File: src/rtl/core/rhc_pkg.sv
package rhc_pkg;

    // Field widths
    localparam int CH_W  = 8;   // one color channel
    localparam int HUE_W = 16;  // hue, fraction of a full turn
    // Hue divisor is 6*delta, which needs three bits more than a channel
    localparam int DEN_W = CH_W + 3;

    // Divider pipeline: restoring steps per stage and stage count
    localparam int DIV_STEPS_PER_STAGE = 2;
    localparam int DIV_STEPS  = (HUE_W > CH_W) ? HUE_W : CH_W;
    localparam int DIV_STAGES = (DIV_STEPS + DIV_STEPS_PER_STAGE - 1) / DIV_STEPS_PER_STAGE;

    // Which channel holds the maximum
    localparam logic [1:0] SEL_RED   = 2'd0;
    localparam logic [1:0] SEL_GREEN = 2'd1;
    localparam logic [1:0] SEL_BLUE  = 2'd2;

    typedef struct packed {
        logic [CH_W-1:0] red;
        logic [CH_W-1:0] green;
        logic [CH_W-1:0] blue;
    } t_rhc_rgb;

    typedef struct packed {
        logic [HUE_W-1:0] hue;
        logic [CH_W-1:0]  saturation;
        logic [CH_W-1:0]  brightness;
    } t_rhc_hsv;

    // Operands handed from the front end to the divider
    typedef struct packed {
        logic [DEN_W-1:0] hue_num;  // always below hue_den
        logic [DEN_W-1:0] hue_den;
        logic [CH_W-1:0]  sat_rem;  // upper half of delta*(2^CH_W-1), below sat_den
        logic [CH_W-1:0]  sat_low;  // lower half, shifted in one bit per step
        logic [CH_W-1:0]  sat_den;
        logic [CH_W-1:0]  bright;
    } t_rhc_div;

    // Per-stage state of the divider
    typedef struct packed {
        logic [DEN_W-1:0] hue_rem;
        logic [DEN_W-1:0] hue_den;
        logic [HUE_W-1:0] hue_q;
        logic [CH_W-1:0]  sat_rem;
        logic [CH_W-1:0]  sat_low;
        logic [CH_W-1:0]  sat_den;
        logic [CH_W-1:0]  sat_q;
        logic [CH_W-1:0]  bright;
    } t_rhc_work;

endpackage

File: src/rtl/core/rhc_front.sv
module rhc_front
    import rhc_pkg::*;
(
    input  logic     i_clk,
    input  logic     i_rst_n,
    input  logic     i_valid,
    output logic     o_stall,
    input  t_rhc_rgb i_pixel,
    output logic     o_valid,
    input  logic     i_stall,
    output t_rhc_div o_work
);

    // Stage A: max, min and the hue difference term
    logic                   r_va;
    logic [CH_W-1:0]        r_mx;
    logic [CH_W-1:0]        r_mn;
    logic [1:0]             r_sel;
    logic signed [CH_W:0]   r_diff;

    logic [CH_W-1:0]        n_mx;
    logic [CH_W-1:0]        n_mn;
    logic [1:0]             n_sel;
    logic signed [CH_W:0]   n_diff;

    // Stage B: divider operands
    logic                   r_vb;
    t_rhc_div               r_work;
    t_rhc_div               n_work;

    logic                   en_a;
    logic                   en_b;

    logic [CH_W-1:0]        delta;
    logic                   gray;
    logic [DEN_W-1:0]       six;
    logic [DEN_W-1:0]       offset;
    logic signed [DEN_W:0]  term;
    logic signed [DEN_W:0]  term_w;
    logic [2*CH_W-1:0]      sat_num;

    assign en_b    = !r_vb || !i_stall;
    assign en_a    = !r_va || en_b;
    assign o_stall = !en_a;

    always_comb begin
        if (i_pixel.red >= i_pixel.green && i_pixel.red >= i_pixel.blue) begin
            n_sel  = SEL_RED;
            n_mx   = i_pixel.red;
            n_mn   = (i_pixel.green < i_pixel.blue) ? i_pixel.green : i_pixel.blue;
            n_diff = $signed({1'b0, i_pixel.green}) - $signed({1'b0, i_pixel.blue});
        end else if (i_pixel.green >= i_pixel.blue) begin
            n_sel  = SEL_GREEN;
            n_mx   = i_pixel.green;
            n_mn   = (i_pixel.red < i_pixel.blue) ? i_pixel.red : i_pixel.blue;
            n_diff = $signed({1'b0, i_pixel.blue}) - $signed({1'b0, i_pixel.red});
        end else begin
            n_sel  = SEL_BLUE;
            n_mx   = i_pixel.blue;
            n_mn   = (i_pixel.red < i_pixel.green) ? i_pixel.red : i_pixel.green;
            n_diff = $signed({1'b0, i_pixel.red}) - $signed({1'b0, i_pixel.green});
        end
    end

    always_comb begin
        delta = r_mx - r_mn;
        gray  = (delta == '0);
        six   = {1'b0, delta, 2'b00} + {2'b00, delta, 1'b0};
        case (r_sel)
            SEL_GREEN: offset = {2'b00, delta, 1'b0};
            SEL_BLUE:  offset = {1'b0, delta, 2'b00};
            default:   offset = '0;
        endcase
        term = $signed({1'b0, offset})
             + $signed({{(DEN_W - CH_W){r_diff[CH_W]}}, r_diff});
        // Wrap a negative term (red maximum, green below blue) into one turn
        term_w = term[DEN_W] ? (term + $signed({1'b0, six})) : term;
        // delta * (2^CH_W - 1)
        sat_num = {delta, {CH_W{1'b0}}} - {{CH_W{1'b0}}, delta};

        // A gray pixel divides zero by one on both paths
        n_work.hue_num = gray ? '0 : term_w[DEN_W-1:0];
        n_work.hue_den = gray ? DEN_W'(1) : six;
        n_work.sat_rem = sat_num[2*CH_W-1:CH_W];
        n_work.sat_low = sat_num[CH_W-1:0];
        n_work.sat_den = gray ? CH_W'(1) : r_mx;
        n_work.bright  = r_mx;
    end

    always_ff @(posedge i_clk) begin
        if (!i_rst_n) begin
            r_va <= 1'b0;
            r_vb <= 1'b0;
        end else begin
            if (en_a) begin
                r_va <= i_valid;
            end
            if (en_b) begin
                r_vb <= r_va;
            end
        end
    end

    always_ff @(posedge i_clk) begin
        if (en_a && i_valid) begin
            r_mx   <= n_mx;
            r_mn   <= n_mn;
            r_sel  <= n_sel;
            r_diff <= n_diff;
        end
        if (en_b && r_va) begin
            r_work <= n_work;
        end
    end

    assign o_valid = r_vb;
    assign o_work  = r_work;

endmodule

File: src/rtl/core/rhc_divider.sv
module rhc_divider
    import rhc_pkg::*;
(
    input  logic     i_clk,
    input  logic     i_rst_n,
    input  logic     i_valid,
    output logic     o_stall,
    input  t_rhc_div i_work,
    output logic     o_valid,
    input  logic     i_stall,
    output t_rhc_hsv o_pixel
);

    localparam int LAST = DIV_STAGES - 1;

    logic      r_v   [DIV_STAGES];
    t_rhc_work r_st  [DIV_STAGES];
    logic      v_in  [DIV_STAGES];
    t_rhc_work w_in  [DIV_STAGES];
    t_rhc_work n_st  [DIV_STAGES];
    logic      en    [DIV_STAGES];

    genvar s;
    generate
        for (s = 0; s < DIV_STAGES; s++) begin : g_stage
            if (s == 0) begin : g_head
                assign v_in[s]         = i_valid;
                assign w_in[s].hue_rem = i_work.hue_num;
                assign w_in[s].hue_den = i_work.hue_den;
                assign w_in[s].hue_q   = '0;
                assign w_in[s].sat_rem = i_work.sat_rem;
                assign w_in[s].sat_low = i_work.sat_low;
                assign w_in[s].sat_den = i_work.sat_den;
                assign w_in[s].sat_q   = '0;
                assign w_in[s].bright  = i_work.bright;
            end else begin : g_body
                assign v_in[s] = r_v[s-1];
                assign w_in[s] = r_st[s-1];
            end

            if (s == LAST) begin : g_tail
                assign en[s] = !r_v[s] || !i_stall;
            end else begin : g_mid
                assign en[s] = !r_v[s] || en[s+1];
            end

            // Restoring division: DIV_STEPS_PER_STAGE hue quotient bits per stage, saturation bits in the early stages
            always_comb begin
                t_rhc_work      w;
                logic [DEN_W:0] hue_sh;
                logic [CH_W:0]  sat_sh;
                w = w_in[s];
                for (int j = 0; j < DIV_STEPS_PER_STAGE; j++) begin
                    if (s * DIV_STEPS_PER_STAGE + j < HUE_W) begin
                        hue_sh = {w.hue_rem, 1'b0};
                        if (hue_sh >= {1'b0, w.hue_den}) begin
                            hue_sh    = hue_sh - {1'b0, w.hue_den};
                            w.hue_q   = {w.hue_q[HUE_W-2:0], 1'b1};
                        end else begin
                            w.hue_q   = {w.hue_q[HUE_W-2:0], 1'b0};
                        end
                        w.hue_rem = hue_sh[DEN_W-1:0];
                    end
                    if (s * DIV_STEPS_PER_STAGE + j < CH_W) begin
                        sat_sh    = {w.sat_rem, w.sat_low[CH_W-1]};
                        w.sat_low = {w.sat_low[CH_W-2:0], 1'b0};
                        if (sat_sh >= {1'b0, w.sat_den}) begin
                            sat_sh  = sat_sh - {1'b0, w.sat_den};
                            w.sat_q = {w.sat_q[CH_W-2:0], 1'b1};
                        end else begin
                            w.sat_q = {w.sat_q[CH_W-2:0], 1'b0};
                        end
                        w.sat_rem = sat_sh[CH_W-1:0];
                    end
                end
                n_st[s] = w;
            end

            always_ff @(posedge i_clk) begin
                if (!i_rst_n) begin
                    r_v[s] <= 1'b0;
                end else if (en[s]) begin
                    r_v[s] <= v_in[s];
                end
            end

            always_ff @(posedge i_clk) begin
                if (en[s] && v_in[s]) begin
                    r_st[s] <= n_st[s];
                end
            end
        end
    endgenerate

    assign o_stall            = !en[0];
    assign o_valid            = r_v[LAST];
    assign o_pixel.hue        = r_st[LAST].hue_q;
    assign o_pixel.saturation = r_st[LAST].sat_q;
    assign o_pixel.brightness = r_st[LAST].bright;

    // Partial remainders must stay below their divisors; checked in the first stage
    assert property (@(posedge i_clk) disable iff (!i_rst_n)
        r_v[0] |-> (r_st[0].hue_rem < r_st[0].hue_den) && (r_st[0].sat_rem < r_st[0].sat_den))
        else $error("divider remainder out of range in first stage");

    // Zero saturation only for a gray pixel, whose hue is zero too
    assert property (@(posedge i_clk) disable iff (!i_rst_n)
        o_valid && (o_pixel.saturation == '0) |-> (o_pixel.hue == '0))
        else $error("nonzero hue with zero saturation");

    // Reset empties the pipe
    assert property (@(posedge i_clk)
        !i_rst_n |=> !o_valid)
        else $error("result valid right after reset");

endmodule

File: src/rtl/core/rgb_to_hsv_convert_top.sv
// RGB to HSV pixel converter, 8-bit channels in, 16-bit hue fraction out.
// Pipeline: 2 + DIV_STAGES register stages, 10 at the default widths.
// Throughput: one transaction per cycle while not stalled; two restoring-divider steps per stage.
// Reset: synchronous, active low; clears every stage valid bit, the pipe drains
// empty and no result is presented until new transactions enter.
module rgb_to_hsv_convert_top
    import rhc_pkg::*;
(
    input  logic     i_clk,
    input  logic     i_rst_n,
    // Pixel input channel
    input  logic     i_valid,
    output logic     o_stall,
    input  t_rhc_rgb i_pixel,
    // HSV result channel
    output logic     o_valid,
    input  logic     i_stall,
    output t_rhc_hsv o_pixel
);

    // Front end: two stages.
    //   A: pick the maximum channel (red wins ties, then green), the minimum,
    //      and the signed channel difference for the hue sector.
    //   B: delta, divisor 6*delta, sector offset plus wrap, and the saturation
    //      numerator delta*255. Gray pixels turn into 0/1 divisions.
    // Divider: DIV_STAGES stages, each resolving two hue quotient bits and,
    // in the early stages, two saturation quotient bits. Stall backs up stage
    // by stage, so empty stages still fill while the output is held.

    logic     front_valid;
    logic     div_stall;
    t_rhc_div front_work;

    rhc_front u_front (
        .i_clk   (i_clk),
        .i_rst_n (i_rst_n),
        .i_valid (i_valid),
        .o_stall (o_stall),
        .i_pixel (i_pixel),
        .o_valid (front_valid),
        .i_stall (div_stall),
        .o_work  (front_work)
    );

    rhc_divider u_divider (
        .i_clk   (i_clk),
        .i_rst_n (i_rst_n),
        .i_valid (front_valid),
        .o_stall (div_stall),
        .i_work  (front_work),
        .o_valid (o_valid),
        .i_stall (i_stall),
        .o_pixel (o_pixel)
    );

endmodule

File: config.mk
export PLATFORM = sky130hd
export DESIGN_NAME = rgb_to_hsv_convert_top
export DESIGN_NICKNAME = d
export VERILOG_FILES = /design/src/rtl/core/rhc_pkg.sv /design/src/rtl/core/rhc_front.sv /design/src/rtl/core/rhc_divider.sv /design/src/rtl/core/rgb_to_hsv_convert_top.sv
export SDC_FILE = /design/constraint.sdc
export NUM_CORES = 1
export LEC_CHECK = 0
export ABC_AREA = 1
export BUFFER_PORTS_ARGS = -buffer_cell sky130_fd_sc_hd__buf_2
export CAP_MARGIN = 20
export CORE_MARGIN = 4
export CORE_UTILIZATION = 55
export CTS_CLUSTER_SIZE = 28
export DETAILED_ROUTE_END_ITERATION = 7
export PLACE_DENSITY_LB_ADDON = 0.1
export SLEW_MARGIN = 40
export SYNTH_ARGS = -nofsm -noshare
export SYNTH_HDL_FRONTEND = slang
export SYNTH_SLANG_ARGS = --single-unit
File: constraint.sdc
create_clock -name i_clk -period 4.31 [get_ports i_clk]
set_input_delay 0.862 -clock i_clk [delete_from_list [all_inputs] [get_ports i_clk]]
set_output_delay 0.862 -clock i_clk [all_outputs]
set_load 0.02 [all_outputs]
==> results of run 1 <==
-- registers in the layout (all words and copies together) (netlist names) --
register / flops
u_front.r_sel: 2
u_front.r_va: 1
u_front.r_mx: 8
u_front.r_mn: 8
u_divider.r_v: 8
u_front.o_valid: 1
u_front.r_diff: 9
u_front.o_work: 54
u_divider.r_st: 402
-- through the flow --
stage	setup TNS, ns	util (%)	power [uW]	hold slack, ns
finish	0	62.1	20500	0.415
global placement	0	58.3	15500	0.401
detailed placement	0	58.3	15600	0.405
floorplan	0	-	13400	0.400
CTS	0	61.4	20100	0.416
global route	-0.139	62.1	22200	0.420
-- how the worst max path moves through the flow --
stage,from,to,slack [ns]
after detailed placement,u_front.r_mx[0],u_front.o_work[53],0.03
after global placement,u_divider.r_st[1][56],u_divider.r_st[1][146],0.07
after global routing,u_front.r_mx[0],u_front.o_work[53],-0.11
after CTS,u_front.r_mx[0],u_front.o_work[53],0.02
final,u_front.r_mx[0],u_front.o_work[53],0.22
after floorplan,u_front.r_mx[0],u_front.o_work[53],0.08
-- power by group --
part           switching [uW]  leakage, uW  internal, uW
Sequential                220      0.00451          6050
Combinational            5960       0.0100          3840
Clock                    1910     0.000824          2520
Total                    8100       0.0153         12400
-- kinds of logic (layout without fill, tap and decap cells) --
logic type	Yosys count	after routing	share of synthesized area (%)
muxes	3	3	0.0995
adders and majority gates	314	314	13.0
DFF	493	493	47.0
and+or+nand+nor	1247	1247	16.4
AOI/OAI and AO/OA	568	568	10.7
xor gates and xnor gates	209	209	5.82
buffers and inverters	505	707	6.90
-- cell type report --
| type | count | area [um2] |
|---|---|---|
| fillers | 4697 | 21400 |
| flip-flops and latches | 493 | 14800 |
| multi-input cells | 2341 | 14800 |
| inverters | 429 | 1620 |
| clock buffers | 59 | 1350 |
| repair buffers | 178 | 1220 |
| well taps | 756 | 946 |
| clock inverters | 40 | 373 |
| repair inverters | 1 | 7.51 |
-- per-layer routing --
metal	GRT usage, %	share of wire [%]
met5	0	0
met4	6.87	2.7
met2	41.2	49
met1	29.6	44
met3	2.97	4.0
-- synth_stat cells, types with 10 or more instances --
library cell  instances
nand2_1             786
edfxtp_1            490
inv_1               415
ha_1                292
a21oi_1             215
nor2_1              206
o21ai_0             158
nand3_1             136
xor2_1              133
xnor2_1              76
buf_4                47
nor3_1               34
nand4_1              31
o21ai_1              31
fa_1                 22
a21o_1               19
o21ai_2              18
buf_2                17
nand2_2              17
a31oi_1              14
a21oi_2              13
o31ai_1              11
or2_2                11
o211ai_1             10
o21bai_1             10
-- what timing repair did --
item	CTS	global route
endpoints found under the setup margin	1	86
buffers inserted	0	19
pin swaps	0	17
gates cloned	0	1
resized for setup	1	57
==> qor.txt, run 1 <==
Power Density: 585 nW/um2
Fin nets: 3839
Clk_skew: 0.0197 ns
P&R area growth vs syn: 11.5%
Final setup fails: 0
Share of cells above drive strength 1: 11.6%
Hold_buf cts: 0
Worst-Skew Late Latency: 0.61 ns
Final Non-Filler Cells: 4297
Worst setup path category: flop to flop
GRT Resource Usage Total: 23.2%
Die Height: 247 um
Top post-synthesis cells by area: edfxtp_1 (47%), ha_1 (12%), nand2_1 (9.4%), inv_1 (5.0%), xor2_1 (3.7%)
First-pass DRT Iterations: 5
Placed insts: 4178
Seq cells post-synth: 493
Dpl ws: 0.0256 ns
DR DRC count: 0
DR vias: 23.2k
Number of synthesized flops with an enable pin: 490
Unrepaired setup endpoints after global routing: yes
F_max: 244 MHz
Max-cap violations: 0
Final Cycle Share: 94.9%
Synthesized Nets: 3681
CP max stage cell: fa_2
CTS tree: done
Worst hold path type: flop to flop
Final hold viol count: 0
Rows: 87
# IOs: 62
Yosys warning count: 0
Max clock buf depth: 3
Unique masters post-synth: 65
DIE WIDTH: 247 um
Critical Path End Type: flop
Worst hold path startpoint: u_divider.r_st[1][87]
Critical Path, Cell by Cell: inv_2 > ha_2 > fa_2 > buf_4 > o32ai_2 > ha_1 > a21oi_2 > nand2_2 > a21o_1 > a21oi_2 > o21bai_1 > xor2_1 > inv_1 > ha_4 > nand2_1 > nor2_1 > nand2_1 > nand4_1 > a31oi_1 > nand3_1 > nand3_1 > nand2_1 > inv_1 > nor2_1
Most frequent cells in the layout: nand2_1 (782), edfxtp_1 (490), inv_1 (407), ha_1 (283), a21oi_1 (204)
Worst setup margin: 0.219 ns
Die area: 61100 um2
Gr ovfl total: 0
Reg2reg setup slack: 0.22 ns
WHS Path Cells: 0
Via density: 5.39
Half-perimeter wire length after placement: 55500 um
CP Buf/Inv Count: 4
RR Endpoint: u_front.o_work[53]
Drt wl/cell: 16.5 um
CORE AREA: 56500 um2
Worst vdd ir: 1.01 mV
RD Place Congestion: 0.957
Top FF cell, synth: edfxtp_1
Fin crit period: 4.09 ns
H-tree levels: 2
Synth top area share: 46.8%
Post-Synthesis Cells: 3339
CP most frequent cell: nand2_1
IO buf count: 61
ANT cells: 0
Starting Density: 55.6%
Number of global-route vias before repair: 22.9k
Status: completed
Pin count of the biggest net entering global routing: 59
Post-Syn Area: 31400 um2
CP delay by family, top: adder cells
Async set or reset register ratio after synthesis: 0%
Reg-to-Reg Start: u_front.r_mx[0]
Seq/Total Area, Yosys: 47.0%
Final ANT Viol Nets: 0
Number of DRC markers in iteration 0: 1185
Critical Path Start Type: flop
Global-route wire length before repair: 114000 um
Data required, critical path: 4.68 ns
Commonest non-fill, non-tap cell in the layout: nand2_1
Static leakage: 0.0153 uW
Clk pin slew, worst setup/hold paths: 0.06 ns
Synth Area per Inst: 9.42 um2
Hold EP: u_divider.r_st[1][165]
Worst-Margin Slew: 0.782 ns
CTS buffer count: 53
CP Max Fanout: 5
Rel. slew slack: 47.8%
Final wirelength: 70900 um
Slew Limit Fails: 0
Placement-stage cell area: 33000 um2
Initial antenna violation count: 0
Crit-path max cell delay: 0.44 ns
Area leader, netlist: edfxtp_1
CP arrival: 4.46 ns
Critical Path Stages: 24
R2R cell count: 24
# clock sinks: 493
Design area: 35100 um2
Clock root buffer: clkbuf_16
(Power assumes the default switching activity.)
==> run 2, diff against run 1 <==
CELL_PAD_IN_SITES_DETAIL_PLACEMENT = 2   (was not set)
CELL_PAD_IN_SITES_GLOBAL_PLACEMENT = 2   (was not set)
CORE_UTILIZATION = 37   (was 55)
==> run 2 against run 1 <==
Effect of this change: global-route usage is 1.8 points lower; combinational power rose by 15%; total power up 9.1%; clock power rose by 8.8%; sequential cell count is the same; maximum frequency down 4.3%; non-clock buffer count up 39; wire length rose by 38%; critical path depth stayed put; clock skew up 0.0049 ns; first-iteration DRC count fell by 11%; highest routed layer unchanged.
==> qor.txt, run 2 (synthesis gave the netlist of run 1 again) <==
Number of DRC markers in iteration 0: 1057
Critical Path End: u_front.o_work[53]
Fin nets: 3881
Crit-path max cell delay: 0.45 ns
Unrepaired setup endpoints after global routing: yes
Critical Path End Type: flop
Logic gate share of total power: 50.4%
Pin count of the biggest net entering global routing: 55
GRT Resource Usage Total: 21.4%
Critical Path, Cell by Cell: inv_2 > ha_4 > fa_2 > buf_6 > o32ai_2 > ha_1 > buf_4 > buf_4 > nand2_1 > nor2_2 > a21oi_2 > buf_4 > xnor2_1 > ha_1 > inv_2 > o21bai_1 > nand3_1 > nand4_1 > a31oi_2 > inv_1 > nand2_1 > nand4_1 > nand2_1 > nor2_1
Number of global-route vias before repair: 27.4k
IO buf count: 61
Commonest non-fill, non-tap cell in the layout: nand2_1
Die Height: 299 um
Data required, critical path: 4.69 ns
Initial antenna violation count: 0
Net Switching: 9030 uW
Power Internal: 13300 uW
Critical Path Start Type: flop
Worst vdd ir: 0.809 mV
Reg-to-Reg Start: u_front.r_mx[0]
Largest Register: u_divider.r_st
CP max stage cell: fa_2
Half-perimeter wire length after placement: 78200 um
Global-route wire length before repair: 153000 um
Worst-Margin Slew: 0.748 ns
Pwr Total: 22400 uW
Switch share: 40.4%
Worst hold path startpoint: u_divider.r_st[0][84]
Final hold viol count: 0
Rel. slew slack: 50.1%
DR vias: 24.2k
Final Cycle Share: 99.2%
Most frequent cells in the layout: nand2_1 (783), edfxtp_1 (490), inv_1 (406), ha_1 (278), nor2_1 (199)
CTS buffer count: 57
Clk_skew: 0.0245 ns
Final setup fails: 0
Sequential fraction of design power: 28.1%
# IOs: 62
F_max: 234 MHz
P&R area growth vs syn: 15.1%
Die area: 89700 um2
Drt wl/cell: 20.7 um
CP Max Fanout: 5
Clock root buffer: clkbuf_16
Starting Density: 37.4%
Clock power frac: 21.6%
RD Place Congestion: 0.920
Final ANT Viol Nets: 0
Largest register FFs: 402
Rows: 106
DIE WIDTH: 299 um
Worst hold path type: flop to flop
CP arrival: 4.65 ns
Via density: 5.13
Max clock buf depth: 3
FF+latch area: 14800 um2
H-tree levels: 2
First-pass DRT Iterations: 6
ANT cells: 0
Filler cells: 9011
Gr ovfl total: 0
Placement-stage cell area: 33700 um2
Static leakage: 0.0157 uW
Design area: 36200 um2
CORE AREA: 84000 um2
Worst setup margin: 0.0346 ns
Multi-input gate area: 14900 um2
Worst-Skew Late Latency: 0.61 ns
Share of cells above drive strength 1: 13.4%
DR DRC count: 0
CTS tree: done
Dpl ws: -0.228 ns
Worst setup path category: flop to flop
Status: completed
# clock sinks: 493
RR Endpoint: u_front.o_work[53]
Max-cap violations: 0
R2R cell count: 24
Reg2reg setup slack: 0.03 ns
Power Density: 618 nW/um2
Hold_buf cts: 0
Slew Limit Fails: 0
Worst setup path startpoint: u_front.r_mx[0]
Final wirelength: 97800 um
Fin crit period: 4.28 ns
Clk pin slew, worst setup/hold paths: 0.06 ns
-- run 2: worst min-delay path by stage --
stage / end / slack, ns / cells after the start
after floorplan: u_divider.r_st[0][0] / 0.40 / 0
after global placement: u_divider.r_st[1][49] / 0.40 / 0
after detailed placement: u_divider.r_st[0][2] / 0.41 / 0
after CTS: u_divider.r_st[0][162] / 0.42 / 0
after global routing: u_divider.r_st[0][162] / 0.41 / 0
final: u_divider.r_st[0][162] / 0.41 / 0
-- run 2: worst max-delay path: cells and delay by family, from the launching register on --
family | cells | cell delay (ns)
AOI/OAI and AO/OA | 4 | 0.70
xor gates and xnor gates | 1 | 0.15
adders and majority gates | 4 | 1.23
buffers and inverters | 7 | 0.83
DFF | 1 | 0.41
and+or+nand+nor | 8 | 0.71
-- run 2: layer usage --
layer | GRT usage [%] | part of all wire (%) | wire length, um
met5 | 0 | 0 | 0
met4 | 5.04 | 2.4 | 2310
met3 | 2.11 | 2.0 | 1960
met2 | 41.9 | 54 | 52900
met1 | 24.8 | 42 | 40600
-- run 2: power by group through the flow --
stage | clock network (uW) | logic, uW | registers [uW]
floorplan | 0 | 7190 | 6250
global placement | 0 | 10100 | 6360
detailed placement | 0 | 10500 | 6370
CTS | 4960 | 10800 | 6280
global route | 5170 | 12700 | 6300
finish | 4830 | 11300 | 6280
-- run 2: layout make-up --
| type | count | area share, % |
|---|---|---|
| clock buffer | 69 | 4.21 |
| tap | 1134 | 3.92 |
| inverter | 429 | 4.51 |
| multi-input combinational | 2341 | 41.3 |
| clock inverter | 37 | 0.892 |
| sequential | 493 | 40.8 |
| timing repair buffer | 217 | 4.37 |
-- run 2: metrics by stage --
| stage | TNS [ns] | hold slack [ns] | utilization (%) | std cells |
|---|---|---|---|---|
| after floorplan | 0 | 0.400 | - | 3339 |
| after global placement | -0.00587 | 0.401 | 40.1 | 4582 |
| after detailed placement | -1.04 | 0.407 | 40.1 | 4583 |
| after CTS | -0.0422 | 0.416 | 42.5 | 4695 |
| after global routing | -0.341 | 0.414 | 43.1 | 4720 |
| final | 0 | 0.408 | 43.1 | 4720 |
-- run 2: what timing repair did --
action	in CTS	in global routing
pin swaps	6	29
setup buffers	6	24
setup endpoints to repair	15	111
gates resized for setup	16	82
